File: config.mk
export PLATFORM = sky130hd
export DESIGN_NAME = stereo_cascaded_damping_lowpass
export DESIGN_NICKNAME = d
export VERILOG_FILES = /design/src/hdl/sdl_pkg.sv /design/src/hdl/sdl_regs.sv /design/src/hdl/sdl_ctrl.sv /design/src/hdl/sdl_dpath.sv /design/src/hdl/stereo_cascaded_damping_lowpass.sv
export SDC_FILE = /design/constraint.sdc
export NUM_CORES = 2
export LEC_CHECK = 0
export BUFFER_PORTS_ARGS = -buffer_cell sky130_fd_sc_hd__buf_4
export CORE_UTILIZATION = 35
export CTS_BUF_LIST = sky130_fd_sc_hd__clkbuf_8 sky130_fd_sc_hd__clkbuf_16
export CTS_CLUSTER_DIAMETER = 100
export DETAILED_ROUTE_END_ITERATION = 6
export GPL_ROUTABILITY_DRIVEN = 0
export PLACE_DENSITY_LB_ADDON = 0.2
export SLEW_MARGIN = 25
export SYNTH_ARGS = -nofsm -noshare
export SYNTH_HDL_FRONTEND = slang
export SYNTH_SLANG_ARGS = --single-unit
File: constraint.sdc
create_clock -name clk_i -period 22.2 [get_ports clk_i]
set_input_delay 2.22 -clock clk_i [delete_from_list [all_inputs] [get_ports clk_i]]
set_output_delay 2.22 -clock clk_i [all_outputs]
set_load 0.01 [all_outputs]
File: src/hdl/sdl_pkg.sv
// ----------------------------------------------------------------------------
// sdl_pkg
// Shared constants, datapath operation codes and the controller command
// struct for the stereo cascaded damping lowpass.
// ----------------------------------------------------------------------------
`default_nettype none

package sdl_pkg;

  // default widths of the sample and factor formats
  localparam int SAMPLE_BITS_DEF = 24;
  localparam int FACTOR_BITS_DEF = 16;

  // fixed formats
  localparam int STATE_BITS   = 32;
  localparam int GAIN_BITS    = 15;
  localparam int GAIN_FRAC    = 14;
  localparam int GAIN_RESET   = 16384;
  localparam int FACTOR_RESET = 32768;

  // configuration port
  localparam int APB_DATA_BITS = 32;
  localparam int APB_ADDR_BITS = 5;

  // one step of the sequence, each run on the shared multiplier
  typedef enum logic [2:0] {
    OP_FIRST  = 3'd0,
    OP_SECOND = 3'd1,
    OP_AIR    = 3'd2,
    OP_DAMP   = 3'd3,
    OP_AIRMIX = 3'd4,
    OP_GAIN   = 3'd5
  } op_e;

  // controller to datapath commands
  typedef struct packed {
    logic load;    // capture the accepted input
    logic mul;     // register the product of the current step
    logic acc;     // shift, add and store the current step
    logic wr_out;  // write the output register
    op_e  op;
  } sdl_cmd_t;

  function automatic op_e next_op(input op_e op);
    op_e nxt;
    unique case (op)
      OP_FIRST:  nxt = OP_SECOND;
      OP_SECOND: nxt = OP_AIR;
      OP_AIR:    nxt = OP_DAMP;
      OP_DAMP:   nxt = OP_AIRMIX;
      OP_AIRMIX: nxt = OP_GAIN;
      default:   nxt = OP_FIRST;
    endcase
    return nxt;
  endfunction

endpackage

`default_nettype wire

File: src/hdl/sdl_regs.sv
// ----------------------------------------------------------------------------
// sdl_regs
// APB-style register file holding stage factors, blend weights and gain.
// ----------------------------------------------------------------------------
`default_nettype none

module sdl_regs
  import sdl_pkg::*;
#(
  parameter int FACTOR_BITS = FACTOR_BITS_DEF
) (
  input  wire logic                     clk_i,
  input  wire logic                     rst_ni,
  input  wire logic                     psel,
  input  wire logic                     penable,
  input  wire logic                     pwrite,
  input  wire logic [APB_ADDR_BITS-1:0] paddr,
  input  wire logic [APB_DATA_BITS-1:0] pwdata,
  output logic      [APB_DATA_BITS-1:0] prdata,
  output logic                          pready,
  output logic      [FACTOR_BITS-1:0]   first_factor_o,
  output logic      [FACTOR_BITS-1:0]   second_factor_o,
  output logic      [FACTOR_BITS-1:0]   air_factor_o,
  output logic      [FACTOR_BITS:0]     damping_mix_o,
  output logic      [FACTOR_BITS:0]     air_mix_o,
  output logic      [GAIN_BITS-1:0]     output_gain_o
);

  localparam logic [2:0] REG_FIRST  = 3'd0;
  localparam logic [2:0] REG_SECOND = 3'd1;
  localparam logic [2:0] REG_AIR    = 3'd2;
  localparam logic [2:0] REG_DAMP   = 3'd3;
  localparam logic [2:0] REG_AIRMIX = 3'd4;
  localparam logic [2:0] REG_GAIN   = 3'd5;

  logic [FACTOR_BITS-1:0] first_q, second_q, air_q;
  logic [FACTOR_BITS:0]   damp_q, airmix_q;
  logic [GAIN_BITS-1:0]   gain_q;
  logic [2:0]             idx;
  logic                   wr_en;

  assign pready = 1'b1;
  assign idx    = paddr[4:2];
  assign wr_en  = psel & penable & pwrite & pready;

  // register writes, masked to each register width
  always_ff @(posedge clk_i or negedge rst_ni) begin
    if (!rst_ni) begin
      first_q  <= FACTOR_BITS'(FACTOR_RESET);
      second_q <= FACTOR_BITS'(FACTOR_RESET);
      air_q    <= FACTOR_BITS'(FACTOR_RESET);
      damp_q   <= '0;
      airmix_q <= '0;
      gain_q   <= GAIN_BITS'(GAIN_RESET);
    end else if (wr_en) begin
      unique case (idx)
        REG_FIRST:  first_q  <= pwdata[FACTOR_BITS-1:0];
        REG_SECOND: second_q <= pwdata[FACTOR_BITS-1:0];
        REG_AIR:    air_q    <= pwdata[FACTOR_BITS-1:0];
        REG_DAMP:   damp_q   <= pwdata[FACTOR_BITS:0];
        REG_AIRMIX: airmix_q <= pwdata[FACTOR_BITS:0];
        REG_GAIN:   gain_q   <= pwdata[GAIN_BITS-1:0];
        default: ;
      endcase
    end
  end

  // read back
  always_comb begin
    unique case (idx)
      REG_FIRST:  prdata = APB_DATA_BITS'(first_q);
      REG_SECOND: prdata = APB_DATA_BITS'(second_q);
      REG_AIR:    prdata = APB_DATA_BITS'(air_q);
      REG_DAMP:   prdata = APB_DATA_BITS'(damp_q);
      REG_AIRMIX: prdata = APB_DATA_BITS'(airmix_q);
      REG_GAIN:   prdata = APB_DATA_BITS'(gain_q);
      default:    prdata = '0;
    endcase
  end

  assign first_factor_o  = first_q;
  assign second_factor_o = second_q;
  assign air_factor_o    = air_q;
  assign damping_mix_o   = damp_q;
  assign air_mix_o       = airmix_q;
  assign output_gain_o   = gain_q;

endmodule

`default_nettype wire

File: src/hdl/sdl_ctrl.sv
// ----------------------------------------------------------------------------
// sdl_ctrl
// Sequencer: accepts a sample, walks the six multiply steps and hands the
// result to the output register.
// ----------------------------------------------------------------------------
`default_nettype none

module sdl_ctrl
  import sdl_pkg::*;
(
  input  wire logic clk_i,
  input  wire logic rst_ni,
  input  wire logic in_valid_i,
  output logic      in_stall_o,
  output logic      out_valid_o,
  input  wire logic out_stall_i,
  output sdl_cmd_t  cmd_o
);

  typedef enum logic [2:0] {
    ST_IDLE = 3'b001,
    ST_MUL  = 3'b010,
    ST_ACC  = 3'b100
  } state_e;

  state_e state_q, state_d;
  op_e    op_q, op_d;
  logic   out_valid_q, out_valid_d;
  logic   out_free;
  logic   in_xfer;

  assign in_stall_o = (state_q != ST_IDLE);
  assign in_xfer    = in_valid_i & ~in_stall_o;
  assign out_free   = ~out_valid_q | ~out_stall_i;

  // next state and commands
  always_comb begin
    state_d      = state_q;
    op_d         = op_q;
    cmd_o.load   = 1'b0;
    cmd_o.mul    = 1'b0;
    cmd_o.acc    = 1'b0;
    cmd_o.wr_out = 1'b0;
    cmd_o.op     = op_q;
    unique case (state_q)
      ST_IDLE: begin
        if (in_xfer) begin
          cmd_o.load = 1'b1;
          op_d       = OP_FIRST;
          state_d    = ST_MUL;
        end
      end
      ST_MUL: begin
        cmd_o.mul = 1'b1;
        state_d   = ST_ACC;
      end
      ST_ACC: begin
        if (op_q == OP_GAIN) begin
          // hold the last step until the output register can take it
          if (out_free) begin
            cmd_o.acc    = 1'b1;
            cmd_o.wr_out = 1'b1;
            state_d      = ST_IDLE;
          end
        end else begin
          cmd_o.acc = 1'b1;
          op_d      = next_op(op_q);
          state_d   = ST_MUL;
        end
      end
      default: state_d = ST_IDLE;
    endcase
  end

  // output valid flag
  always_comb begin
    out_valid_d = out_valid_q;
    if (cmd_o.wr_out) begin
      out_valid_d = 1'b1;
    end else if (out_valid_q && !out_stall_i) begin
      out_valid_d = 1'b0;
    end
  end

  always_ff @(posedge clk_i or negedge rst_ni) begin
    if (!rst_ni) begin
      state_q     <= ST_IDLE;
      op_q        <= OP_FIRST;
      out_valid_q <= 1'b0;
    end else begin
      state_q     <= state_d;
      op_q        <= op_d;
      out_valid_q <= out_valid_d;
    end
  end

  assign out_valid_o = out_valid_q;

endmodule

`default_nettype wire

File: src/hdl/sdl_dpath.sv
// ----------------------------------------------------------------------------
// sdl_dpath
// Datapath: per-channel filter states, one shared signed multiplier, the
// shift-and-add stage and the saturating output register.
// ----------------------------------------------------------------------------
`default_nettype none

module sdl_dpath
  import sdl_pkg::*;
#(
  parameter int SAMPLE_BITS = SAMPLE_BITS_DEF,
  parameter int FACTOR_BITS = FACTOR_BITS_DEF
) (
  input  wire logic                          clk_i,
  input  wire logic                          rst_ni,
  input  wire sdl_cmd_t                      cmd_i,
  input  wire logic                          channel_i,
  input  wire logic signed [SAMPLE_BITS-1:0] sample_in_i,
  input  wire logic        [FACTOR_BITS-1:0] first_factor_i,
  input  wire logic        [FACTOR_BITS-1:0] second_factor_i,
  input  wire logic        [FACTOR_BITS-1:0] air_factor_i,
  input  wire logic        [FACTOR_BITS:0]   damping_mix_i,
  input  wire logic        [FACTOR_BITS:0]   air_mix_i,
  input  wire logic        [GAIN_BITS-1:0]   output_gain_i,
  output logic                               channel_out_o,
  output logic signed      [SAMPLE_BITS-1:0] sample_out_o
);

  localparam int STATE_SHIFT = STATE_BITS - SAMPLE_BITS;
  localparam int DIFF_BITS   = STATE_BITS + 1;
  localparam int WB          = (FACTOR_BITS + 2 > GAIN_BITS + 1) ?
                               FACTOR_BITS + 2 : GAIN_BITS + 1;
  localparam int PW          = DIFF_BITS + WB;
  localparam int OUT_SHIFT   = GAIN_FRAC + STATE_SHIFT;

  localparam logic signed [PW-1:0] SAT_HI =
    signed'({{(PW-SAMPLE_BITS+1){1'b0}}, {(SAMPLE_BITS-1){1'b1}}});
  localparam logic signed [PW-1:0] SAT_LO = ~SAT_HI;
  localparam logic [FACTOR_BITS:0] MIX_ONE = {1'b1, {FACTOR_BITS{1'b0}}};

  // per-channel filter states
  logic signed [STATE_BITS-1:0] first_q  [2];
  logic signed [STATE_BITS-1:0] second_q [2];
  logic signed [STATE_BITS-1:0] air_q    [2];

  logic                         ch_q;
  logic signed [STATE_BITS-1:0] target_q;
  logic signed [STATE_BITS-1:0] a_q, b_q, c_q, m_q;
  logic signed [STATE_BITS-1:0] from_q, from_d, to_d;
  logic signed [PW-1:0]         prod_q, prod_d;
  logic        [FACTOR_BITS:0]  weight, damp_w, airmix_w;
  logic signed [DIFF_BITS-1:0]  opa;
  logic signed [WB-1:0]         opb;
  logic signed [PW-1:0]         step_shift, y_full;
  logic signed [STATE_BITS-1:0] step_sum;
  logic signed [SAMPLE_BITS-1:0] y_sat;

  // blend weights above one act as one
  assign damp_w   = (damping_mix_i > MIX_ONE) ? MIX_ONE : damping_mix_i;
  assign airmix_w = (air_mix_i > MIX_ONE) ? MIX_ONE : air_mix_i;

  // operand select for the current step
  always_comb begin
    from_d = '0;
    to_d   = '0;
    weight = '0;
    unique case (cmd_i.op)
      OP_FIRST: begin
        from_d = first_q[ch_q];
        to_d   = target_q;
        weight = {1'b0, first_factor_i};
      end
      OP_SECOND: begin
        from_d = second_q[ch_q];
        to_d   = a_q;
        weight = {1'b0, second_factor_i};
      end
      OP_AIR: begin
        from_d = air_q[ch_q];
        to_d   = b_q;
        weight = {1'b0, air_factor_i};
      end
      OP_DAMP: begin
        from_d = a_q;
        to_d   = b_q;
        weight = damp_w;
      end
      OP_AIRMIX: begin
        from_d = m_q;
        to_d   = c_q;
        weight = airmix_w;
      end
      default: begin
        from_d = m_q;
        to_d   = '0;
        weight = '0;
      end
    endcase
  end

  // shared multiplier: difference times weight, or blend times gain
  always_comb begin
    if (cmd_i.op == OP_GAIN) begin
      opa = DIFF_BITS'(m_q);
      opb = signed'(WB'(output_gain_i));
    end else begin
      opa = DIFF_BITS'(to_d) - DIFF_BITS'(from_d);
      opb = signed'(WB'(weight));
    end
    prod_d = PW'(opa) * PW'(opb);
  end

  // shift and add, saturation of the final value
  assign step_shift = prod_q >>> FACTOR_BITS;
  assign step_sum   = from_q + step_shift[STATE_BITS-1:0];
  assign y_full     = prod_q >>> OUT_SHIFT;

  always_comb begin
    if (y_full > SAT_HI) begin
      y_sat = SAT_HI[SAMPLE_BITS-1:0];
    end else if (y_full < SAT_LO) begin
      y_sat = SAT_LO[SAMPLE_BITS-1:0];
    end else begin
      y_sat = y_full[SAMPLE_BITS-1:0];
    end
  end

  // input capture
  always_ff @(posedge clk_i) begin
    if (cmd_i.load) begin
      ch_q     <= channel_i;
      target_q <= STATE_BITS'(sample_in_i) <<< STATE_SHIFT;
    end
  end

  // product register
  always_ff @(posedge clk_i) begin
    if (cmd_i.mul) begin
      prod_q <= prod_d;
      from_q <= from_d;
    end
  end

  // step results
  always_ff @(posedge clk_i) begin
    if (cmd_i.acc) begin
      unique case (cmd_i.op)
        OP_FIRST:  a_q <= step_sum;
        OP_SECOND: b_q <= step_sum;
        OP_AIR:    c_q <= step_sum;
        OP_DAMP:   m_q <= step_sum;
        OP_AIRMIX: m_q <= step_sum;
        default: ;
      endcase
    end
  end

  // filter states, cleared by reset
  always_ff @(posedge clk_i or negedge rst_ni) begin
    if (!rst_ni) begin
      for (int i = 0; i < 2; i++) begin
        first_q[i]  <= '0;
        second_q[i] <= '0;
        air_q[i]    <= '0;
      end
    end else if (cmd_i.acc) begin
      unique case (cmd_i.op)
        OP_FIRST:  first_q[ch_q]  <= step_sum;
        OP_SECOND: second_q[ch_q] <= step_sum;
        OP_AIR:    air_q[ch_q]    <= step_sum;
        default: ;
      endcase
    end
  end

  // output register
  always_ff @(posedge clk_i) begin
    if (cmd_i.wr_out) begin
      channel_out_o <= ch_q;
      sample_out_o  <= y_sat;
    end
  end

endmodule

`default_nettype wire

File: src/hdl/stereo_cascaded_damping_lowpass.sv
// ----------------------------------------------------------------------------
// stereo_cascaded_damping_lowpass
// Three cascaded one-pole lowpass stages per channel with damping and
// air-loss blending, output gain and saturation.
// ----------------------------------------------------------------------------
// Each accepted sample is taken in an accept state, then walks six steps
// (three stage updates, two blends, the gain) on the single shared
// multiplier, each a multiply then a shift-and-add. The result
// lands in an output register, so the next sample is accepted while the
// previous result still waits; the last step holds only while that register
// is occupied and stalled. Left and right states are selected per sample by
// channel_i and are cleared by reset. Registers lie at byte address 4*i:
// first, second and air stage factors, damping mix, air mix, output gain.
// ----------------------------------------------------------------------------
`default_nettype none

module stereo_cascaded_damping_lowpass
  import sdl_pkg::*;
#(
  parameter int SAMPLE_BITS = SAMPLE_BITS_DEF,
  parameter int FACTOR_BITS = FACTOR_BITS_DEF
) (
  input  wire logic                          clk_i,
  input  wire logic                          rst_ni,
  // input channel
  input  wire logic                          in_valid_i,
  output logic                               in_stall_o,
  input  wire logic                          channel_i,
  input  wire logic signed [SAMPLE_BITS-1:0] sample_in_i,
  // output channel
  output logic                               out_valid_o,
  input  wire logic                          out_stall_i,
  output logic                               channel_out_o,
  output logic signed      [SAMPLE_BITS-1:0] sample_out_o,
  // configuration port
  input  wire logic                          psel,
  input  wire logic                          penable,
  input  wire logic                          pwrite,
  input  wire logic        [APB_ADDR_BITS-1:0] paddr,
  input  wire logic        [APB_DATA_BITS-1:0] pwdata,
  output logic             [APB_DATA_BITS-1:0] prdata,
  output logic                               pready
);

  sdl_cmd_t               cmd;
  logic [FACTOR_BITS-1:0] first_factor, second_factor, air_factor;
  logic [FACTOR_BITS:0]   damping_mix, air_mix;
  logic [GAIN_BITS-1:0]   output_gain;

  // configuration registers
  sdl_regs #(
    .FACTOR_BITS(FACTOR_BITS)
  ) u_regs (
    .clk_i          (clk_i),
    .rst_ni         (rst_ni),
    .psel           (psel),
    .penable        (penable),
    .pwrite         (pwrite),
    .paddr          (paddr),
    .pwdata         (pwdata),
    .prdata         (prdata),
    .pready         (pready),
    .first_factor_o (first_factor),
    .second_factor_o(second_factor),
    .air_factor_o   (air_factor),
    .damping_mix_o  (damping_mix),
    .air_mix_o      (air_mix),
    .output_gain_o  (output_gain)
  );

  // sequencer
  sdl_ctrl u_ctrl (
    .clk_i      (clk_i),
    .rst_ni     (rst_ni),
    .in_valid_i (in_valid_i),
    .in_stall_o (in_stall_o),
    .out_valid_o(out_valid_o),
    .out_stall_i(out_stall_i),
    .cmd_o      (cmd)
  );

  // arithmetic and state
  sdl_dpath #(
    .SAMPLE_BITS(SAMPLE_BITS),
    .FACTOR_BITS(FACTOR_BITS)
  ) u_dpath (
    .clk_i          (clk_i),
    .rst_ni         (rst_ni),
    .cmd_i          (cmd),
    .channel_i      (channel_i),
    .sample_in_i    (sample_in_i),
    .first_factor_i (first_factor),
    .second_factor_i(second_factor),
    .air_factor_i   (air_factor),
    .damping_mix_i  (damping_mix),
    .air_mix_i      (air_mix),
    .output_gain_i  (output_gain),
    .channel_out_o  (channel_out_o),
    .sample_out_o   (sample_out_o)
  );

  // a pending result is never overwritten
  a_no_overwrite: assert property (@(posedge clk_i) disable iff (!rst_ni)
    cmd.wr_out |-> (!out_valid_o || !out_stall_i))
    else $error("output register written while a result is pending");

  // a new sample starts with the first stage multiply
  a_load_starts: assert property (@(posedge clk_i) disable iff (!rst_ni)
    cmd.load |=> (cmd.mul && cmd.op == OP_FIRST))
    else $error("sequence did not start at the first stage");

  // each multiply is followed by its add with the same step
  a_mul_then_acc: assert property (@(posedge clk_i) disable iff (!rst_ni)
    cmd.mul |=> (!cmd.mul && !cmd.load && $stable(cmd.op)))
    else $error("multiply not followed by its add step");

  // no input transfer while a sample is in work
  a_busy_stall: assert property (@(posedge clk_i) disable iff (!rst_ni)
    (cmd.mul || cmd.acc) |-> in_stall_o)
    else $error("input not stalled during a sample");

endmodule

`default_nettype wire

# Word level (Yosys, flattened, before mapping)
# Cells that the tools add are included.
# word_totals
reg_bits	557
out_inout_bits	60
elab_cells	120
# classes
addsub	2
n_mul	1
magnitude_cmp	6
n_eq_ne	17
muxes	40
n_bitwise	8
reduce_logical	21
# op_table
cell	count
$mux W32	10
$pmux W32 S4	2
$bwmux W64	3
$pmux W17 S6	1
$pmux W17 S5	1
$mul A33 B18 Y51	1
$mux W17	3
$gt A17 B17 Y1 const B	2
$mux W33	1
$sub A32 B32 Y33	1
$add A32 B32 Y32	1
$demux W32 S1	1
$gt A29 B24 Y1 const B	1
$lt A29 B24 Y1 const B	1
$mux W24	1
$reduce_and A2 Y1	11
$eq A3 B2 Y1 const B	5
$eq A3 B3 Y1 const B	5
$mux W3	5
$pmux W3 S5	1
$eq A3 B1 Y1 const B	3
$pmux W3 S3	1
$mux W1	7
$logic_not A3 Y1	2
other kinds (17)	25

# Logic depth before layout (Yosys ltp)
# logic_depth
word_depth	8
ltp_mapped	45

# Cells and area by module
# A second synthesis with hierarchy kept.
# hier_totals
hier_cells	4550
area_unflattened_um2	45723.9
# modules_own_cells
mod	n_inst	cells_per_inst	area_per_inst_um2	seq_area_each_um2
sdl_dpath	1	4175	40731.6	12161.7
sdl_regs	1	340	4625.7	2432.3
sdl_ctrl	1	35	366.6	176.4

# Worst setup path before layout
# Ideal clock, no wire load.
# synth_timing
path_type	register to register
from	reg u_dpath.ch_q
to	reg u_dpath.prod_q[50] (data pin)
setup_ns	0.260
arrival_ns	10.147
required_time_ns	21.940
setup_slack_ns	11.793
stages_incl_launch_ff	40
path_buffers	5
period_less_slack_ns	10.407
cell_sequence	edfxtp_1 > clkbuf_1 > clkbuf_1 > buf_1 > buf_1 > a21oi_1 > a2111oi_0 > a21oi_1 > ha_1 > fa_1 > nor2b_1 > o21a_1 > o21ai_2 > a311o_1 > a21o_1 > a31oi_1 > a21oi_1 > o21ai_0 > [... 4 more ...] > fa_1 > inv_1 > fa_1 > fa_1 > fa_1 > inv_1 > fa_1 > inv_1 > ha_1 > nand3_1 > o22ai_1 > or3_1 > o22a_1 > a21o_1 > a31o_2 > o41a_1 > a21oi_1 > xnor2_1
# synth_via
elab_chain_len	8
# synth_lines
element	line	text
start, declared	sdl_dpath.sv:46	logic ch_q;
start signal, assigned	sdl_dpath.sv:131	ch_q <= channel_i;
$not A1 Y2 (not written as such) (*)	sdl_dpath.sv:69, sdl_dpath.sv:74, sdl_dpath.sv:79	
$mux W32, on equally long branches (3 in series)	sdl_dpath.sv:79, sdl_dpath.sv:69, sdl_dpath.sv:74	
$pmux W32 S4 (*)	sdl_dpath.sv:67	unique case (cmd_i.op)
via u_dpath.from_d[0]	sdl_dpath.sv:49	logic signed [STATE_BITS-1:0] from_q, from_d, to_d;
$sub A32 B32 Y33 (*)	sdl_dpath.sv:107	opa = DIFF_BITS'(to_d) - DIFF_BITS'(from_d);
$mux W33 (*)	sdl_dpath.sv:103	if (cmd_i.op == OP_GAIN) begin
$mul A33 B18 Y51 (*)	sdl_dpath.sv:110	prod_d = PW'(opa) * PW'(opb);
via u_dpath.prod_d[50]	sdl_dpath.sv:50	logic signed [PW-1:0] prod_q, prod_d;
end signal, assigned	sdl_dpath.sv:139	prod_q <= prod_d;
end, declared	sdl_dpath.sv:50	
# The timed path passes the listed nets; every way through them passes the cells marked *. The select of a mux whose other input is x is not followed.
# A chain may end at the register's enable or synchronous reset.

# Worst setup path after layout
# layout_timing
from	reg u_ctrl.op_q[0]
to	reg u_dpath.prod_q[34] (data pin)
# layout_lines
element	line	text
start, declared	sdl_ctrl.sv:27	op_e op_q, op_d;
start signal, assigned	sdl_ctrl.sv:92	op_q <= op_d;
$eq A3 B2 Y1, or another cell as far along	sdl_dpath.sv:67	
$pmux W32 S4 (*)	sdl_dpath.sv:67	
via u_dpath.from_d[0]	sdl_dpath.sv:49	
$sub A32 B32 Y33 (*)	sdl_dpath.sv:107	
$mux W33 (*)	sdl_dpath.sv:103	
$mul A33 B18 Y51 (*)	sdl_dpath.sv:110	
via u_dpath.prod_d[34]	sdl_dpath.sv:50	
# The timed path passes the listed nets; every way through them passes the cells marked *.

==> impl_metrics.csv <==
group,metric,value,unit
critical_path,r2r_start,"u_ctrl.op_q[0]",
clock_tree,cts_tree,"yes",
critical_path,crit_start,"u_ctrl.op_q[0]",
synth,yosysTopAreaCellShare,23.3,%
global_route,grt_pass1_vias,34300,
global_route,track_usage,21.5,%
timing,finalSetupTns,0,ns
floorplanning,die_area,0.133,mm²
final_layout,final_nets,5355,
detailed_routing,vias,33300,
critical_path,r2r-end,"u_dpath.prod_q[34]",
clock_tree,cts_resized,0,
hold_path,hp-class,"flop to flop",
floorplanning,io_pins,129,
synth,synth_edf_count,245,
timing,relSlewSlack,24.2,%
synth,ys_top_cells_by_count,"inv_1 (671), nand2_1 (651), fa_1 (536)",
clock_tree,insertion_delay,0.65,ns
timing,hold_viol,0,
critical_path,required,22.64,ns
timing,setup_violations,0,
clock_tree,cts-root-buf,"clkbuf_16",
placement,dp.final_hpwl,101,mm
detailed_routing,wl_per_cell,22.2,µm
timing,worstMarginPinSlew,1.13,ns
critical_path,path_max_fanout,31,
floorplanning,coreArea,0.130,mm²
placement,placed_area,0.0488,mm²
detailed_routing,wl,141,mm
clock_tree,clock-sinks,541,
run,maxCapViolations,0,
clock_tree,clk_path_buf_depth,3,
synth,synthCells,4564,
critical_path,path_class,"flop to flop",
final_layout,fin_area,0.0508,mm²
synth,netlist_area,0.0460,mm²
floorplanning,row_count,132,
timing,finClkSkew,0.0343,ns
detailed_routing,route.detailed.drc,0,
synth,synthFlopType,"dfrtp_1",
clock_tree,post_cts_buffers,0,
floorplanning,initial_utilization,35.4,%
timing,clock.fmax,79.9,MHz
synth,yosys_warnings,0,
critical_path,r2r_setup_slack,9.68,ns
detailed_routing,drt_iter0_drc,2770,
synth,synth_area_per_cell,10.1,µm²
synth,synthTopCellsByArea,"fa_1 (23%), edfxtp_1 (16%), dfrtp_1 (16%)",
final_layout,insertedDiodeCount,0,
critical_path,startpoint_type,"flop",
critical_path,worst_setup_path_endpoint,"u_dpath.prod_q[34]",
critical_path,path_common_cell,"fa_1",
timing,rsz0062_at_grt,"false",
synth,yosysTopAreaCell,"fa_1",
placement,io_buffers,95,
critical_path,worstPathArrival,12.96,ns
final_layout,area_growth_syn_to_layout,10.4,%
floorplanning,fp.dieH,365,µm
global_route,antenna_found_initial,0,
synth,synth_cell_types,94,
global_route,grt_remaining_overflow,0,
timing,timing.final.crit_share,56.4,%
critical_path,crit_slowest_cell,"a2111oi_0",
synth,ys_async_sr_fraction,54.7,%
clock_tree,cts_hold_buf,0,
final_layout,drive_above_1_share,13.0,%
global_route,grt_pass1_wl,216,mm
synth,synth.most_common_cell,"inv_1",
critical_path,ff2ff_path_depth,37,
timing,fin_crit,12.52,ns
clock_tree,cts_max_level,2,
clock_tree,cts_buffers,56,
critical_path,setup.worst_path.end_class,"flop",
detailed_routing,ant_nets,0,
synth,synth_seq_cells,541,
detailed_routing,vias_per_cell,5.24,
outcome,status,"complete, no violations",
clock_tree,clkTransAtPathRegs,0.06,ns
critical_path,cp_slowest_stage_delay,0.87,ns
timing,slew_viol_final,0,
floorplanning,die_x,365,µm
synth,seq_area_frac_synth,32.1,%
global_route,grt_max_degree,102,
detailed_routing,first_pass_iters,5,
## area by class of cell
type | count | area, µm²
Clock inverter | 40 | 415
Fill cell | 13000 | 79200
Inverter | 671 | 2520
Multi-Input combinational cell | 3117 | 28000
Timing Repair Buffer | 183 | 1390
Clock buffer | 63 | 1520
Tap cell | 1742 | 2180
Sequential cell | 541 | 14800
## metal layers
layer | up-vias | wire length [µm] | track usage (%)
li1 | 15000 | - | -
met1 | 17300 | 65500 | 31.2
met2 | 931 | 65400 | 34.8
met3 | 147 | 6940 | 1.82
met4 | 0 | 3090 | 5.12
met5 | - | 0 | 0
## kinds of logic after synthesis
logic type	synth area share [%]
AO/OA/AOI/OAI	10.2
XOR/XNOR	1.82
adder cells (fa/ha/maj)	28.2
buffers and inverters	7.74
flip-flops	32.1
multiplexers	8.22
other	0.0163
AND/OR/NAND/NOR	11.7
## sequential cells by signal, summed over array words and instances (netlist names)
| name | flops |
|---|---|
| u_dpath.m_q | 32 |
| u_dpath.c_q | 32 |
| u_dpath.sample_out_o | 24 |
| u_regs.air_factor_o | 16 |
| u_regs.air_mix_o | 17 |
| u_regs.damping_mix_o | 17 |
| u_dpath.second_q | 64 |
| u_dpath.channel_out_o | 1 |
| u_dpath.b_q | 32 |
| u_dpath.target_q | 24 |
| u_regs.second_factor_o | 16 |
| u_ctrl.out_valid_o | 1 |
| u_regs.output_gain_o | 15 |
| u_ctrl.state_q | 3 |
| u_regs.first_factor_o | 16 |
| u_dpath.prod_q | 35 |
| u_ctrl.op_q | 3 |
| u_dpath.a_q | 32 |
| u_dpath.from_q | 32 |
| u_dpath.first_q | 64 |
| u_dpath.ch_q | 1 |
| u_dpath.air_q | 64 |
## critical path, delay by kind of cell (launching register included)
| kind | cells | cell delay, ns |
|---|---|---|
| AO/OA/AOI/OAI | 17 | 5.33 |
| adder cells (fa/ha/maj) | 9 | 4.13 |
| buffers and inverters | 4 | 0.75 |
| flip-flops | 1 | 0.74 |
| AND/OR/NAND/NOR | 5 | 0.69 |
| XOR/XNOR | 2 | 0.62 |
## cells in the final DEF (no fill, tap or decap), drive strengths merged, types with 67 or more instances in the layout
master	instances
buf	183
nand2	661
dfrtp	291
a21oi	162
ha	180
mux2	208
fa	536
edfxtp	245
inv	681
a21o	67
mux2i	123
o21ai	173
nor2	325
## worst min-delay path by stage
stage / start / slack [ns] / to / cells after the start
3_5_place_dp: u_dpath.ch_q / 0.45 / u_dpath.channel_out_o / 0
5_1_grt: u_dpath.ch_q / 0.49 / u_dpath.channel_out_o / 0
4_1_cts: u_dpath.ch_q / 0.47 / u_dpath.channel_out_o / 0
2_1_floorplan: u_dpath.ch_q / 0.42 / u_dpath.channel_out_o / 0
3_3_place_gp: u_dpath.ch_q / 0.45 / u_dpath.channel_out_o / 0
6_report: u_dpath.ch_q / 0.47 / u_dpath.channel_out_o / 0
## per-stage QoR
step	worst slack, ns	utilization [%]	std cells	hold WS, ns
after floorplan	11.79	-	4578	0.424
after CTS	9.61	39.0	6356	0.467
after detailed placement	9.65	37.6	6253	0.448
after global routing	8.94	39.1	6357	0.494
after global placement	9.63	37.5	6253	0.450
final	9.68	39.1	6357	0.466
Power is not shown: default switching activity piles up to over one toggle a cycle in this logic, so the estimate is an artifact.
